File: src/sv/alm_pkg.sv
package alm_pkg;

    // Command codes carried by a request.
    typedef enum logic [2:0] {
        CMD_READ         = 3'd0,
        CMD_WRITE        = 3'd1,
        CMD_APPEND       = 3'd2,
        CMD_REMOVE       = 3'd3,
        CMD_REMOVE_VALUE = 3'd4
    } cmd_t;

    // Status codes returned with every result.
    typedef enum logic [1:0] {
        ST_OK      = 2'd0,
        ST_RANGE   = 2'd1,
        ST_FULL    = 2'd2,
        ST_MISSING = 2'd3
    } status_t;

    // Controller sequencing states.
    typedef enum logic [2:0] {
        FSM_IDLE,
        FSM_RDWAIT,
        FSM_SEARCH,
        FSM_SHIFT,
        FSM_FINISH
    } fsm_t;

    // Fixed port widths of the result fields.
    localparam int unsigned POS_BITS   = 8;
    localparam int unsigned OWORD_BITS = 32;
    localparam int unsigned COUNT_BITS = 9;

    // One result as handed from the controller to the output register.
    typedef struct packed {
        status_t                 status;
        logic [OWORD_BITS-1:0]   word;
        logic [COUNT_BITS-1:0]   count;
    } result_t;

endpackage

File: src/sv/alm_ctrl.sv
module alm_ctrl #(
    parameter int unsigned CAPACITY  = 256,
    parameter int unsigned WORD_BITS = 32,
    parameter int unsigned AW        = 8,
    parameter int unsigned CW        = 9
) (
    input  logic                              aclk,
    input  logic                              aresetn,
    input  logic                              in_valid,
    output logic                              in_ready,
    input  logic [2:0]                        command,
    input  logic [alm_pkg::POS_BITS-1:0]      position,
    input  logic [WORD_BITS-1:0]              word,
    output logic                              mem_wr_en,
    output logic [AW-1:0]                     mem_wr_addr,
    output logic [WORD_BITS-1:0]              mem_wr_data,
    output logic                              mem_rd_en,
    output logic [AW-1:0]                     mem_rd_addr,
    input  logic [WORD_BITS-1:0]              mem_rd_data,
    output logic                              res_valid,
    input  logic                              res_ready,
    output alm_pkg::result_t                  res
);

    // Width wide enough to compare a position against the length.
    localparam int unsigned PW = (CW > alm_pkg::POS_BITS) ? CW : alm_pkg::POS_BITS;

    alm_pkg::fsm_t    state_reg, state_next;
    logic [CW-1:0]    count_reg, count_next;
    logic [CW-1:0]    idx_reg, idx_next;
    logic [AW-1:0]    tag_reg, tag_next;
    logic             pend_reg, pend_next;
    logic [WORD_BITS-1:0] key_reg, key_next;
    alm_pkg::status_t status_reg, status_next;
    logic [WORD_BITS-1:0] rdw_reg, rdw_next;

    logic [PW-1:0]    pos_ext;
    logic [PW-1:0]    cnt_ext;
    logic             in_range;
    logic             match;
    logic [63:0]      rdw_wide;
    logic [31:0]      cnt_wide;

    assign pos_ext  = PW'(position);
    assign cnt_ext  = PW'(count_reg);
    assign in_range = (pos_ext < cnt_ext);
    assign match    = pend_reg && (mem_rd_data == key_reg);

    // Control registers.
    always_ff @(posedge aclk) begin
        if (!aresetn) begin
            state_reg <= alm_pkg::FSM_IDLE;
            count_reg <= '0;
            pend_reg  <= 1'b0;
        end else begin
            state_reg <= state_next;
            count_reg <= count_next;
            pend_reg  <= pend_next;
        end
    end

    // Working registers of the current request.
    always_ff @(posedge aclk) begin
        idx_reg    <= idx_next;
        tag_reg    <= tag_next;
        key_reg    <= key_next;
        status_reg <= status_next;
        rdw_reg    <= rdw_next;
    end

    // Sequencer: dispatch, read wait, value search, gap closing, hand-off.
    always_comb begin
        state_next  = state_reg;
        count_next  = count_reg;
        idx_next    = idx_reg;
        tag_next    = tag_reg;
        pend_next   = pend_reg;
        key_next    = key_reg;
        status_next = status_reg;
        rdw_next    = rdw_reg;
        mem_wr_en   = 1'b0;
        mem_wr_addr = '0;
        mem_wr_data = word;
        mem_rd_en   = 1'b0;
        mem_rd_addr = '0;
        in_ready    = 1'b0;
        res_valid   = 1'b0;

        case (state_reg)
            alm_pkg::FSM_IDLE: begin
                in_ready = 1'b1;
                if (in_valid) begin
                    key_next    = word;
                    rdw_next    = '0;
                    status_next = alm_pkg::ST_OK;
                    pend_next   = 1'b0;
                    state_next  = alm_pkg::FSM_FINISH;
                    case (alm_pkg::cmd_t'(command))
                        alm_pkg::CMD_READ: begin
                            if (in_range) begin
                                mem_rd_en   = 1'b1;
                                mem_rd_addr = pos_ext[AW-1:0];
                                state_next  = alm_pkg::FSM_RDWAIT;
                            end else begin
                                status_next = alm_pkg::ST_RANGE;
                            end
                        end
                        alm_pkg::CMD_WRITE: begin
                            if (in_range) begin
                                mem_wr_en   = 1'b1;
                                mem_wr_addr = pos_ext[AW-1:0];
                            end else begin
                                status_next = alm_pkg::ST_RANGE;
                            end
                        end
                        alm_pkg::CMD_APPEND: begin
                            if (count_reg < CW'(CAPACITY)) begin
                                mem_wr_en   = 1'b1;
                                mem_wr_addr = count_reg[AW-1:0];
                                count_next  = count_reg + 1'b1;
                            end else begin
                                status_next = alm_pkg::ST_FULL;
                            end
                        end
                        alm_pkg::CMD_REMOVE: begin
                            if (in_range) begin
                                idx_next   = pos_ext[CW-1:0] + 1'b1;
                                state_next = alm_pkg::FSM_SHIFT;
                            end else begin
                                status_next = alm_pkg::ST_RANGE;
                            end
                        end
                        alm_pkg::CMD_REMOVE_VALUE: begin
                            idx_next   = '0;
                            state_next = alm_pkg::FSM_SEARCH;
                        end
                        default: begin
                            status_next = alm_pkg::ST_RANGE;
                        end
                    endcase
                end
            end

            alm_pkg::FSM_RDWAIT: begin
                rdw_next   = mem_rd_data;
                state_next = alm_pkg::FSM_FINISH;
            end

            // One read per cycle; each word is compared the cycle after its read.
            alm_pkg::FSM_SEARCH: begin
                if (match) begin
                    idx_next   = CW'(tag_reg) + 1'b1;
                    pend_next  = 1'b0;
                    state_next = alm_pkg::FSM_SHIFT;
                end else if (idx_reg < count_reg) begin
                    mem_rd_en   = 1'b1;
                    mem_rd_addr = idx_reg[AW-1:0];
                    tag_next    = idx_reg[AW-1:0];
                    idx_next    = idx_reg + 1'b1;
                    pend_next   = 1'b1;
                end else begin
                    pend_next   = 1'b0;
                    status_next = alm_pkg::ST_MISSING;
                    state_next  = alm_pkg::FSM_FINISH;
                end
            end

            // Read entry k+1 while writing the word read last cycle, from entry k, to entry k-1.
            alm_pkg::FSM_SHIFT: begin
                if (pend_reg) begin
                    mem_wr_en   = 1'b1;
                    mem_wr_addr = tag_reg;
                    mem_wr_data = mem_rd_data;
                end
                if (idx_reg < count_reg) begin
                    mem_rd_en   = 1'b1;
                    mem_rd_addr = idx_reg[AW-1:0];
                    tag_next    = idx_reg[AW-1:0] - 1'b1;
                    idx_next    = idx_reg + 1'b1;
                    pend_next   = 1'b1;
                end else begin
                    pend_next  = 1'b0;
                    count_next = count_reg - 1'b1;
                    state_next = alm_pkg::FSM_FINISH;
                end
            end

            alm_pkg::FSM_FINISH: begin
                res_valid = 1'b1;
                if (res_ready) begin
                    state_next = alm_pkg::FSM_IDLE;
                end
            end

            default: begin
                state_next = alm_pkg::FSM_IDLE;
            end
        endcase
    end

    // Result fields at the port widths.
    assign rdw_wide   = 64'(rdw_reg);
    assign cnt_wide   = 32'(count_reg);
    assign res.status = status_reg;
    assign res.word   = rdw_wide[alm_pkg::OWORD_BITS-1:0];
    assign res.count  = cnt_wide[alm_pkg::COUNT_BITS-1:0];

endmodule

File: config.mk
export PLATFORM = sky130hd
export DESIGN_NAME = alm_ctrl
export DESIGN_NICKNAME = d
export VERILOG_FILES = /design/src/sv/alm_pkg.sv /design/src/sv/alm_ctrl.sv
export SDC_FILE = /design/constraint.sdc
export NUM_CORES = 1
export LEC_CHECK = 0
export ABC_AREA = 1
export BUFFER_PORTS_ARGS = -buffer_cell sky130_fd_sc_hd__buf_2
export CAP_MARGIN = 25
export CORE_AREA = 2 2 142 144
export CTS_CLUSTER_SIZE = 28
export DETAILED_ROUTE_END_ITERATION = 10
export DIE_AREA = 0 0 144 146
export PLACE_DENSITY = 0.61
export SYNTH_ARGS = -nofsm -noshare
export SYNTH_HDL_FRONTEND = slang
export SYNTH_SLANG_ARGS = --single-unit
export TNS_END_PERCENT = 30
File: constraint.sdc
create_clock -name aclk -period 3.4 [get_ports aclk]
set_clock_uncertainty 0.15 [all_clocks]
set_input_delay 0.51 -clock aclk [delete_from_list [all_inputs] [get_ports aclk]]
set_output_delay 0.51 -clock aclk [all_outputs]
set_load 0.01 [all_outputs]
# After elaboration in Yosys (flattened, before gate mapping)
# Cells that the tools add are included.
# W data, S select, Z words.
# word_totals
reg_bits,96
in_bits,79
out_inout_bits,95
elab_cells,114
# classes
n_addsub,6
magnitude_cmp,3
eq_ne,20
muxes,60
n_reduce_logical,17
# op_table
cell,n
$mux W32,3
$mux W8,11
$mux W9,8
$pmux W32 S2,1
$pmux W8 S2,3
$pmux W9 S2,2
$eq A32 B32 Y1,1
$pmux W9 S3,1
$pmux W8 S3,1
$add A8 B1 Y9 const B,2
$add A9 B1 Y9 const B,2
$mux W3,6
$ne A2 B2 Y1 const B,8
$pmux W3 S5,1
$eq A3 B2 Y1 const B,4
$mux W1,12
$reduce_and A4 Y1,3
$lt A8 B9 Y1,1
$lt A9 B9 Y1,1
$lt A9 B9 Y1 const B,1
$pmux W3 S3,1
$sub A9 B1 Y9 const B,1
$mux W2,4
$reduce_and A2 Y1,4
other kinds (16),24

# Longest topological paths before layout
# depth
ltp_word,5
mapped_depth,14
ltp_nobuf,14

# Worst setup path before layout
# Ideal clock, no wire load.
# synth_path
kind,register to register
from,register state_reg[2]
to,"register rdw_reg[0], enable pin"
t_arrival_ns,2.060
t_required_ns,2.861
path_slack_ns,0.800
path_stages_with_launch,6
path_buffers,0
period_less_slack_ns,2.600
cell_sequence,dfxtp_1 nor2_1 nand2_2 nor2_4 inv_2 nand2_1
# synth_between
elab_chain_len,3
word_cells_on_any_way,5
cone_classes,2 x eq/ne; 3 x reduce/logical
# synth_rtl
element,line_no,rtl
"start, declared",alm_ctrl.sv:28,"alm_pkg::fsm_t state_reg, state_next;"
"start signal, assigned",alm_ctrl.sv:52,state_reg <= alm_pkg::FSM_IDLE;
"start signal, assigned",alm_ctrl.sv:56,state_reg <= state_next;
$eq A3 B1 Y1 / $logic_not A3 Y1 (equally long branches),alm_ctrl.sv:89,case (state_reg)
$reduce_bool A2 Y1 (no source line) / $ne A2 B2 Y1 (equally long branches),--,
$reduce_and A2 Y1 (no source line) (*),--,
"end signal, assigned",alm_ctrl.sv:68,rdw_reg <= rdw_next;
"end, declared",alm_ctrl.sv:35,"logic [WORD_BITS-1:0] rdw_reg, rdw_next;"
# Mark *: on every way between the ends. The rest lies on a longest branch, timed or not.
# A chain may end at the register's enable or synchronous reset.

# Worst setup path in the final report
# layout_path
from,register state_reg[2]
to,output port mem_wr_data[25]
# layout_between
elab_chain_len,2
# layout_rtl
element,line_no,rtl
$eq A3 B2 Y1,alm_ctrl.sv:89,
$mux W32,alm_ctrl.sv:89,
"end, declared",alm_ctrl.sv:16,"output logic [WORD_BITS-1:0] mem_wr_data,"
# Every way passes these cells.

==> results.yml <==
run_status:
  outcome: "completed"
pwr:
  cellPowerDensity_nw_per_um2: 401
  internal_power_mw: 2.19
  p_comb_frac: 0.228
  switching_share: 0.329
  p_leak_nw: 4.16
  power_frac_seq: 0.458
  ir_worst_vdd_mv: 0.242
  clockPowerShare: 0.314
  power.switching_mw: 1.07
  p_total_mw: 3.27
clock_tree:
  htree_levels: 3
  cts_setup_buffers: 0
  cts_buffer_depth: 2
  cts_hold_buf: 0
  ctsResizeCount: 0
  cts_root_buf: "clkbuf_16"
  clk_latency_ns: 0.36
  clock-sinks: 96
  cts_tree: "yes"
  cts_buffers: 9
  clkTransAtPathRegs_ns: 0.08
logic_synthesis:
  synth_enable_flop_cells: 83
  yosysTopAreaCell: "edfxtp_1"
  yosys_register_bits: 96
  yosys-top-cells-area: "edfxtp_1 (37%), nand2_1 (16%), inv_1 (7.2%)"
  yosys_warnings: 0
  yosysSeqAreaShare: 0.412
  synth_area_um2: 6680
  avgSynthCellArea_um2: 7.48
  synthArstFlopShare: 0
  synthFlopType: "edfxtp_1"
  synth_nets: 1000
  synth_cells: 893
  yosysUniqueCellTypes: 43
  yosysTopAreaCellShare: 0.373
layout:
  nets: 1175
  layout-drive-gt1-share: 0.244
  design_area_um2: 8140
  antennaDiodeCount: 0
  fin_cells: 1338
  num-fill-cells: 2023
  area_delta_synth_final_pct: 21.8
worst_setup_path:
  path_common_cell: "nor2_4"
  worst-setup-path-type: "reg -> out"
  cpPeakStageDelay_ns: 0.51
  critical_path.top_delay_family: "buffers and inverters"
  crit_path_top_delay_cell: "inv_2"
  cp-start-kind: "register"
  cp.arrival_ns: 2.44
  r2r_start: "state_reg[2]$_SDFFE_PN0P_"
  r2r_slack_ns: 0.70
  r2r_cells: 12
  path_depth: 8
  critical_path_buf_inv_count: 3
  endpoint_kind: "output pin"
  worstPathMaxFanout: 34
  crit_chain: "nor2_4, nand2_2, nor2_4, inv_2, buf_12, nand2_1, o21ai_1, buf_2"
  r2r-end: "cnt_ext[8]$_SDFFE_PN0P_"
  crit_required_ns: 2.74
place:
  gp_congestion: 0.917
  placed_area_um2: 7850
  dp_cells: 1322
  dp_hpwl_um: 15600
  port_buffers: 173
floorplanning:
  ios: 174
  die_h_um: 146
  coreArea_um2: 19300
  std_cell_rows: 51
  start_util: 0.346
  dieArea_um2: 21000
  die_x_um: 144
hold_path:
  hold_end: "key_reg[13]$_DFFE_PP_"
  hold_path.class: "in -> reg"
  worstHoldStart: "word[13]"
  worstHoldPathCells: 1
route:
  drt_iter0_drc: 336
  drc_errors: 0
  vias: 6314
  routed_via_density: 4.72
  dr.pass1.iters: 5
  postRouteAntennaNets: 0
  drt-total-wl_um: 19700
  wl_per_cell_um: 14.7
sta:
  tightest_slew_ns: 0.859
  slew_headroom: 0.425
  period_minus_slack_ns: 3.10
  hold_ws_ns: 0.181
  setup_violations: 0
  rsz0062_at_grt: "false"
  finalSetupTns_ns: 0
  fmax_ghz: 0.323
  fin_crit_sh: 0.911
  final_max_slew_viol_count: 0
  hold_viol: 0
job:
  max-cap-violations: 0
global_routing:
  grt_pass1_vias: 5861
  grt_max_degree: 35
  grt_pass1_wl_um: 30000
  antenna_found_initial: 0
  grt_usage: 0.186
  overflow: 0
## power by group through the flow
stage | combinational (mW) | clock [mW] | sequential (mW)
after floorplan | 0.438 | 0 | 1.54
after global placement | 0.742 | 0 | 1.52
after detailed placement | 0.748 | 0 | 1.52
after CTS | 0.751 | 1.05 | 1.50
after global routing | 0.839 | 1.08 | 1.51
final | 0.745 | 1.03 | 1.50
## routing by layer
layer | vias to the layer above | wire [um] | GRT usage
met4 | 0 | 497 | 0.0686
met1 | 2826 | 8990 | 0.248
li1 | 3225 | - | -
met2 | 234 | 8920 | 0.306
met3 | 29 | 1270 | 0.0250
met5 | - | 0 | 0
## final cells by class
type / count / area [um^2] / share of cell area
clock buffer: 9 / 225 / 0.0277
clock inverter: 7 / 65.1 / 0.00799
inverter: 150 / 568 / 0.0698
multi-input combinational: 632 / 3270 / 0.402
sequential: 96 / 2750 / 0.338
tap: 265 / 332 / 0.0407
timing repair buffer: 179 / 923 / 0.113
## cell usage in the layout, fill, tap and decap left out, types with 10 or more instances in the layout
master,count
edfxtp_1,83
nand2_1,281
o21ai_1,41
inv_1,128
dfxtp_1,13
ha_1,27
buf_2,173
nor3_1,10
inv_2,20
a21oi_1,18
nor2_1,90
o21ai_0,24
nand4_1,19
xor2_1,23
nand3_1,36
## through the flow
| step | util | setup slack [ns] |
|---|---|---|
| 6_report | 0.421 | 0.302 |
| 5_1_grt | 0.421 | 0.103 |
| 4_1_cts | 0.421 | 0.275 |
| 3_5_place_dp | 0.406 | 0.591 |
| 3_3_place_gp | 0.406 | 0.618 |
| 2_1_floorplan | - | 0.800 |
## worst register-to-register path, stage by stage (launching register included)
cell and delay [ns]:
dfxtp_1 0.46, nor2_4 0.08, nand2_2 0.31, inv_2 0.21, ha_1 0.44, nand2_1 0.07
o21ai_0 0.33, nand4_1 0.20, nand2_1 0.11, nand2_1 0.05, nand2_1 0.06, nand2_1 0.07
a21oi_2 0.11
## synth_stat cells, drive strengths merged, types with 2 or more instances
| cell | number |
|---|---|
| nand2 | 292 |
| inv | 148 |
| nor2 | 103 |
| edfxtp | 83 |
| o21ai | 73 |
| nand3 | 39 |
| ha | 27 |
| a21oi | 23 |
| xor2 | 23 |
| nand4 | 19 |
| dfxtp | 13 |
| nor3 | 13 |
| buf | 11 |
| clkbuf | 4 |
| nand3b | 4 |
| o211ai | 3 |
| and3 | 2 |
| clkinv | 2 |
| nor4 | 2 |
## logic make-up (layout without fill, tap and decap cells)
logic type | count (synthesis) | in the layout | synth area share
XOR/XNOR | 24 | 24 | 0.0315
flip-flops | 96 | 96 | 0.412
AND/OR/NAND/NOR | 476 | 476 | 0.316
buffers and inverters | 165 | 345 | 0.0983
AO/OA/AOI/OAI | 104 | 104 | 0.0888
adder cells (fa/ha/maj) | 28 | 28 | 0.0536
## worst max path at each step
stage	startpoint	endpoint	slack [ns]
floorplan	state_reg[2]$_SDFFE_PN0P_	rdw_reg[0]$_SDFFCE_PN0P_	0.80
global placement	position[4]	mem_wr_addr[4]	0.62
detailed placement	position[4]	mem_wr_addr[7]	0.59
CTS	state_reg[2]$_SDFFE_PN0P_	mem_wr_data[19]	0.28
global route	cnt_ext[6]$_SDFFE_PN0P_	mem_wr_addr[4]	0.10
finish	state_reg[2]$_SDFFE_PN0P_	mem_wr_data[25]	0.30
(Power assumes the default switching activity.)
